## config.mk

```make
export PLATFORM = sky130hd
export DESIGN_NAME = tdm_merge
export DESIGN_NICKNAME = d
export VERILOG_FILES = /design/src/hdl/tdm_pkg.sv /design/src/hdl/tdm_merge.sv
export SDC_FILE = /design/constraint.sdc
export NUM_CORES = 1
export LEC_CHECK = 0
export ABC_AREA = 1
export CORE_UTILIZATION = 45
export DETAILED_ROUTE_END_ITERATION = 8
export DONT_BUFFER_PORTS = 1
export RECOVER_POWER = 100
export SETUP_SLACK_MARGIN = 0.1
export SYNTH_ARGS = -nofsm -noshare
export SYNTH_HDL_FRONTEND = slang
export SYNTH_SLANG_ARGS = --single-unit
export TNS_END_PERCENT = 50
```

## constraint.sdc

```tcl
create_clock -name clk -period 1.8 [get_ports clk]
set_clock_uncertainty 0.1 [all_clocks]
set_input_delay 0.18 -clock clk [delete_from_list [all_inputs] [get_ports clk]]
set_output_delay 0.18 -clock clk [all_outputs]
set_load 0.02 [all_outputs]
```

## src/hdl/tdm_pkg.sv

```systemverilog
// ============================================================================
// tdm_pkg
// Shared types, constants and table-building functions for the tanh drive
// and dry/wet mix block.
// ============================================================================
package tdm_pkg;

    // Field and register widths.
    localparam int DRIVE_W     = 15;
    localparam int MIX_W       = 16;
    localparam int K_W         = 17;
    localparam int CFG_DATA_W  = 16;
    localparam int CFG_INDEX_W = 1;
    localparam int TANH_W      = 31;
    localparam int FRAC_F_W    = 16;
    localparam int MIX_SHIFT   = 15;
    localparam int MIX_ROUND   = 16384;

    // Pipeline depth: the lane stages plus the output stage.
    localparam int LANE_STAGES = 7;
    localparam int PIPE_STAGES = LANE_STAGES + 1;

    // Register limits and near-zero thresholds.
    localparam logic [DRIVE_W-1:0] DRIVE_MAX = 15'd16384;
    localparam logic [DRIVE_W-1:0] DRIVE_EPS = 15'd8;
    localparam logic [MIX_W-1:0]   MIX_ONE   = 16'd32768;
    localparam logic [MIX_W-1:0]   MIX_EPS   = 16'd32;
    localparam logic [K_W-1:0]     K_MAX     = 17'd81920;
    localparam logic [K_W-1:0]     K_EPS     = 17'd40;
    localparam logic [MIX_W-1:0]   MIX_RESET = 16'd16384;

    // Tanh value of 1.0 in Q1.30.
    localparam logic [TANH_W-1:0] TANH_ONE = 31'h4000_0000;

    // Constants used while building the table.
    localparam logic [63:0] ONE62 = 64'h4000_0000_0000_0000;
    localparam logic [63:0] ONE30 = 64'h0000_0000_4000_0000;
    localparam logic [63:0] HALF32 = 64'h0000_0000_8000_0000;
    localparam int TAYLOR_TERMS = 20;
    localparam int SQUARINGS = 6;

    // Configuration register indexes.
    typedef enum logic [CFG_INDEX_W-1:0] {
        CFG_DRIVE_GAIN = 1'b0,
        CFG_WET_MIX    = 1'b1
    } tdm_cfg_index_t;

    // Stage loads and settings that the top level hands to each lane.
    typedef struct packed {
        logic [LANE_STAGES-1:0] load;
        logic [K_W-1:0]         drive_k;
        logic [MIX_W-1:0]       mix;
    } tdm_lane_ctrl_t;

    // Per-transaction flags that travel beside the lanes.
    typedef struct packed {
        logic present;
        logic bypass;
    } tdm_flags_t;

    // Restoring long division, used only while the table is elaborated.
    function automatic logic [63:0] const_udiv(input logic [63:0] num,
                                               input logic [63:0] den);
        logic [64:0] rem;
        logic [63:0] quo;
        rem = '0;
        quo = '0;
        for (int b = 63; b >= 0; b--)
        begin
            rem = {rem[63:0], num[b]};
            if (rem >= {1'b0, den})
            begin
                rem    = rem - {1'b0, den};
                quo[b] = 1'b1;
            end
        end
        return quo;
    endfunction

    // Truncated product of two Q0.62 values.
    function automatic logic [63:0] mul62(input logic [63:0] a, input logic [63:0] b);
        logic [127:0] p;
        p = {64'd0, a} * {64'd0, b};
        return p[125:62];
    endfunction

    // Tanh in Q1.30 for an argument arg given as y = arg/32 in Q0.62.
    // exp(-y) comes from a truncated Taylor series, then is squared six times.
    function automatic logic [TANH_W-1:0] tanh_entry(input logic [63:0] y);
        logic [63:0] term;
        logic [63:0] sum;
        logic [63:0] e30;
        logic [63:0] den;
        logic [63:0] num;
        term = ONE62;
        sum  = ONE62;
        for (int n = 1; n <= TAYLOR_TERMS; n++)
        begin
            term = const_udiv(mul62(term, y), 64'(n));
            if ((n & 1) != 0)
                sum = sum - term;
            else
                sum = sum + term;
        end
        for (int n = 0; n < SQUARINGS; n++)
        begin
            sum = mul62(sum, sum);
        end
        e30 = (sum + HALF32) >> 32;
        if (e30 > ONE30)
            e30 = ONE30;
        den = ONE30 + e30;
        num = ((ONE30 - e30) << 30) + (den >> 1);
        return TANH_W'(const_udiv(num, den));
    endfunction

endpackage

```

## src/hdl/tdm_merge.sv

```systemverilog
// ============================================================================
// tdm_merge
// Output stage: joins the two lanes into one frame and applies the silence
// and near-zero bypass selections.
// ============================================================================
module tdm_merge #(
    parameter int SAMPLE_BITS = 24
) (
    input  logic                          clk,
    input  logic                          load,
    input  tdm_pkg::tdm_flags_t           flags,
    input  logic signed [SAMPLE_BITS-1:0] dry_left,
    input  logic signed [SAMPLE_BITS-1:0] dry_right,
    input  logic signed [SAMPLE_BITS-1:0] mixed_left,
    input  logic signed [SAMPLE_BITS-1:0] mixed_right,
    output logic signed [SAMPLE_BITS-1:0] out_left,
    output logic signed [SAMPLE_BITS-1:0] out_right
);
    import tdm_pkg::*;

    logic signed [SAMPLE_BITS-1:0] out_left_reg, out_left_next;
    logic signed [SAMPLE_BITS-1:0] out_right_reg, out_right_next;

    // Silence wins, then the dry bypass, else the processed frame.
    always_comb
    begin
        if (!flags.present)
        begin
            out_left_next  = '0;
            out_right_next = '0;
        end
        else if (flags.bypass)
        begin
            out_left_next  = dry_left;
            out_right_next = dry_right;
        end
        else
        begin
            out_left_next  = mixed_left;
            out_right_next = mixed_right;
        end
    end

    // Output register.
    always_ff @(posedge clk)
    begin
        if (load)
        begin
            out_left_reg  <= out_left_next;
            out_right_reg <= out_right_next;
        end
    end

    assign out_left  = out_left_reg;
    assign out_right = out_right_reg;

endmodule

```

## Yosys cells after proc, flatten, opt, wreduce, memory -nomap -nowiden

Cells that the tools add are included.

- Flip-flop bits (word level): 48
- Latch bits: 0
- RAM bits: 0
- Bits in read-only memories: 0
- Bits of input ports: 100
- Output and inout port bits: 48
- Word-level logic and storage cells: 4
- Memories: 0

- Add/sub/neg operators: 0
- Multipliers: 0
- Div/mod/pow operators: 0
- Magnitude comparators: 0
- Eq/ne operators: 0
- Shift operators: 0
- Mux-type cells: 2
- Bitwise gates (word level): 0
- Reduce and logical (&&, ||, !) cells: 0

Operator list:

| cell | count |
|---|---|
| 2-to-1 mux 24 bit | 2 |

## Logic depth before layout (Yosys ltp)

- Word-level depth: 1
- Mapped depth: 5
- Mapped depth without buffers: 4

## Worst setup path after synthesis

OpenSTA, ideal clock, no wires.

- Path type: input to register
- From: input flags[0] in the netlist's numbering
- To: register out_left_reg[0], in the netlist out_left[0] (data pin)
- Library setup time: 0.253 ns
- Arrival: 0.696 ns
- Data required time: 1.447 ns
- Setup slack: 0.751 ns
- Stages: 5
- Buffers on the path: 3
- Path through: buf_2 buf_6 buf_6 nor2_1 nor2_1

- Word-level cells in the longest chain between the ends: 1

Ends and longest elaborated chain:

| what | RTL line | source |
|---|---|---|
| start, declared | tdm_merge.sv:11 | `input tdm_pkg::tdm_flags_t flags,` |
| 2-to-1 mux 24 bit | tdm_merge.sv:32 | `else if (flags.bypass)` |
| end signal, assigned | tdm_merge.sv:49 | `out_left_reg <= out_left_next;` |
| end, declared | tdm_merge.sv:21 | `logic signed [SAMPLE_BITS-1:0] out_left_reg, out_left_next;` |

No other way between the ends.
A chain may end at the register's enable or synchronous reset.

## Final worst setup path

- From: input mixed_right[21]
- To: register out_right_reg[21], in the netlist out_right[21] (data pin)

- Word-level cells in the longest chain between the ends: 1

Ends and longest elaborated chain:

| what | RTL line | source |
|---|---|---|
| start, declared | tdm_merge.sv:15 | `input logic signed [SAMPLE_BITS-1:0] mixed_right,` |
| 2-to-1 mux 24 bit | tdm_merge.sv:32 |  |
| end signal, assigned | tdm_merge.sv:50 | `out_right_reg <= out_right_next;` |
| end, declared | tdm_merge.sv:22 | `logic signed [SAMPLE_BITS-1:0] out_right_reg, out_right_next;` |

No other way between the ends.

==> impl_metrics.xml <==
<?xml version="1.0" encoding="UTF-8"?>
<metrics>
  <group name="critical_path">
    <metric name="timing.critical_path.to_type" unit="">flip-flop</metric>
    <metric name="startpoint_type" unit="">primary input</metric>
    <metric name="crit_path_top_delay_cell" unit="">dlygate4sd3_1</metric>
    <metric name="critical_path.max_stage_delay" unit="ps">560</metric>
    <metric name="critPathBufInv" unit="">2</metric>
    <metric name="timing.critical_path.from" unit="">mixed_right[21]</metric>
    <metric name="worstPathMaxFanout" unit="">1</metric>
    <metric name="timing.critical_path.max_delay_family" unit="">buffers and inverters</metric>
    <metric name="crit_required" unit="ps">1750</metric>
    <metric name="critical_path.cell_chain" unit="">dlygate4sd3_1, nor2_1, nor2_1, dlygate4sd3_1</metric>
    <metric name="crit_type" unit="">in -&gt; reg</metric>
    <metric name="critical_path_arrival" unit="ps">1450</metric>
  </group>
  <group name="floorplanning">
    <metric name="num_rows" unit="">26</metric>
    <metric name="area_inside_the_core_boundary" unit="um^2">5170</metric>
    <metric name="dieArea" unit="um^2">5750</metric>
    <metric name="die_height" unit="um">75.8</metric>
    <metric name="pin_count" unit="">148</metric>
    <metric name="die_x" unit="um">75.8</metric>
    <metric name="start_util" unit="">0.474</metric>
  </group>
  <group name="yosys">
    <metric name="synth.avg_cell_area" unit="um^2">8.07</metric>
    <metric name="synthDominantAreaCellType" unit="">edfxtp_1</metric>
    <metric name="count_of_unique_library_cells_instantiated_by_yosys" unit="">8</metric>
    <metric name="yosysWarnings" unit="">0</metric>
    <metric name="synth.net_count" unit="">404</metric>
    <metric name="postSynthRegisterBits" unit="">48</metric>
    <metric name="synth_top_flop_cell" unit="">edfxtp_1</metric>
    <metric name="synth_top_area_frac" unit="">0.587</metric>
    <metric name="synthesis.instances" unit="">304</metric>
    <metric name="synth_sequential_area_ratio" unit="">0.587</metric>
    <metric name="synthTopCellsByCount" unit="">nand2_1, nor2_1, edfxtp_1, inv_1, buf_2</metric>
    <metric name="netlist_top_cells_area" unit="">edfxtp_1, nand2_1, nor2_1, inv_1, buf_6</metric>
    <metric name="synth_enable_flop_cells" unit="">48</metric>
    <metric name="async_reset_ff_frac" unit="">0</metric>
    <metric name="post_synth_instance_area" unit="um^2">2450</metric>
  </group>
  <group name="route">
    <metric name="wire_per_inst" unit="um">12.5</metric>
    <metric name="detailedRoute.firstPassIterationCount" unit="">4</metric>
    <metric name="via_per_inst" unit="">4.66</metric>
    <metric name="num_vias" unit="">1909</metric>
    <metric name="antenna_left" unit="">0</metric>
    <metric name="drt-total-wl" unit="mm">5.11</metric>
    <metric name="drt_iter0_markers" unit="">69</metric>
    <metric name="drt_drc_violations_left" unit="">0</metric>
  </group>
  <group name="global_route">
    <metric name="maximum_number_of_pins_on_one_net_before_global_route_repair" unit="">97</metric>
    <metric name="gr-usage-all-layers" unit="">0.173</metric>
    <metric name="grt_pass1_wl" unit="mm">7.40</metric>
    <metric name="first_global_vias" unit="">1745</metric>
    <metric name="overflow" unit="">0</metric>
    <metric name="antenna_violations_before_repair" unit="">0</metric>
  </group>
  <group name="timing">
    <metric name="setup_viol" unit="">0</metric>
    <metric name="worst-slew-pin-transition" unit="ps">245</metric>
    <metric name="timing.slew.headroom" unit="">0.837</metric>
    <metric name="finalCriticalPeriod" unit="ps">1510</metric>
    <metric name="max_freq" unit="GHz">0.664</metric>
    <metric name="finalHoldWorstSlack" unit="ps">-105</metric>
    <metric name="final_hold_viol_count" unit="">48</metric>
    <metric name="layout_worst_path_cycle_share" unit="">0.837</metric>
    <metric name="setup-tns-final" unit="ps">0</metric>
    <metric name="grt_setup_unrepaired" unit="">no</metric>
    <metric name="report.final.slew_viol_count" unit="">0</metric>
  </group>
  <group name="clock_tree">
    <metric name="tritoncts.num_buffers" unit="">5</metric>
    <metric name="cts.sinks" unit="">48</metric>
    <metric name="clock_path_buffers" unit="">2</metric>
    <metric name="cts.htree.levels" unit="">2</metric>
    <metric name="clockRootBuffer" unit="">clkbuf_8</metric>
    <metric name="clock_tree_from_tritoncts" unit="">yes</metric>
    <metric name="worst_setup_hold_path_clk_slew" unit="ps">90</metric>
    <metric name="cts.repair.resized" unit="">0</metric>
  </group>
  <group name="min_path">
    <metric name="min_path_type" unit="">in -&gt; reg</metric>
    <metric name="hold_path.startpoint" unit="">load</metric>
  </group>
  <group name="cells_and_area">
    <metric name="antennaDiodeCount" unit="">0</metric>
    <metric name="layout.cells.non_filler" unit="">410</metric>
    <metric name="drive_above_1_share" unit="">0.0147</metric>
    <metric name="fin_area" unit="um^2">2950</metric>
    <metric name="layout.core_utilization" unit="">0.570</metric>
    <metric name="nFillCells" unit="">432</metric>
    <metric name="layout_stage_area_growth_over_the_synthesis_result" unit="%">20.2</metric>
    <metric name="nNetsFinal" unit="">439</metric>
  </group>
  <group name="power">
    <metric name="clock_power_share" unit="">0.259</metric>
    <metric name="p_total" unit="mW">2.34</metric>
    <metric name="p_sw_frac" unit="">0.249</metric>
    <metric name="combPwrFrac" unit="">0.095</metric>
    <metric name="max-vdd-ir-drop" unit="uV">393</metric>
    <metric name="internal-power" unit="mW">1.75</metric>
    <metric name="total_leakage_power" unit="nW">1.42</metric>
    <metric name="p_switching" unit="uW">582</metric>
    <metric name="pwr_density_cell" unit="nW/um^2">792</metric>
    <metric name="sequentialPowerShare" unit="">0.646</metric>
  </group>
  <group name="place">
    <metric name="portBuffers" unit="">0</metric>
    <metric name="placed_cells" unit="">358</metric>
    <metric name="placed_area" unit="um^2">2430</metric>
    <metric name="globalplace.congestion" unit="">0.688</metric>
    <metric name="post-dp-hpwl" unit="mm">3.00</metric>
  </group>
  <group name="run_status">
    <metric name="violations_in_the_final_reports" unit="">negative hold slack</metric>
    <metric name="status" unit="">finished, violations left</metric>
  </group>
  <group name="flow_run">
    <metric name="timing.max_cap.violations" unit="">0</metric>
  </group>
</metrics>
repair_timing:
| action | 4_1_cts | 5_1_grt |
|---|---|---|
| endpoints found under the hold margin | 75 | 50 |
| setup buffers | 0 | 0 |
| hold buffers | 42 | 2 |
power groups by stage:
stage,clock (mW),sequential [mW],combinational (mW)
after global placement,0,1.53,0.129
after global routing,0.665,1.52,0.260
after CTS,0.628,1.51,0.215
after detailed placement,0,1.54,0.137
after floorplan,0,1.52,0.170
final,0.604,1.51,0.222
area by class of cell:
| type | count | area (um^2) | area share |
|---|---|---|---|
| Clock buffer | 7 | 76.3 | 0.0259 |
| Clock inverter | 1 | 3.75 | 0.00127 |
| Inverter | 48 | 180 | 0.0611 |
| Multi-Input combinational cell | 192 | 721 | 0.244 |
| Sequential cell | 48 | 1440 | 0.489 |
| Tap cell | 70 | 87.6 | 0.0297 |
| Timing Repair Buffer | 44 | 440 | 0.149 |
metal layers:
metal / track usage / vias up / part of all wire
li1: - / 965 / -
met1: 0.188 / 851 / 0.40
met2: 0.314 / 89 / 0.51
met3: 0.0661 / 4 / 0.089
met4: 0.0514 / 0 / 0.0074
met5: 0 / - / 0
path summary, 6_finish.rpt:
path,end,slack (ps),depth (start not counted)
worst min-delay path,out_right[7],-110,0
worst max-delay path,out_right[21],290,4
per-stage QoR:
step | setup slack (ps) | hold slack [ps]
floorplan | 751 | 192
global placement | 1040 | 195
detailed placement | 1040 | 194
CTS | 352 | -117
global route | 281 | -124
finish | 294 | -105
kinds of logic after synthesis:
group,count (synthesis),share of synthesized area
and+or+nand+nor,192,0.294
buffers and inverters,64,0.119
DFF,48,0.587
cell usage in the layout, fill, tap and decap left out, drive strengths merged:
cell type    synthesis  final
clkbuf               2      7
dlygate4sd3          0     44
nand2               96     96
nor2                96     96
clkinv               0      1
edfxtp              48     48
inv                 48     48
No activity file was read; power rests on OpenSTA's default activity.
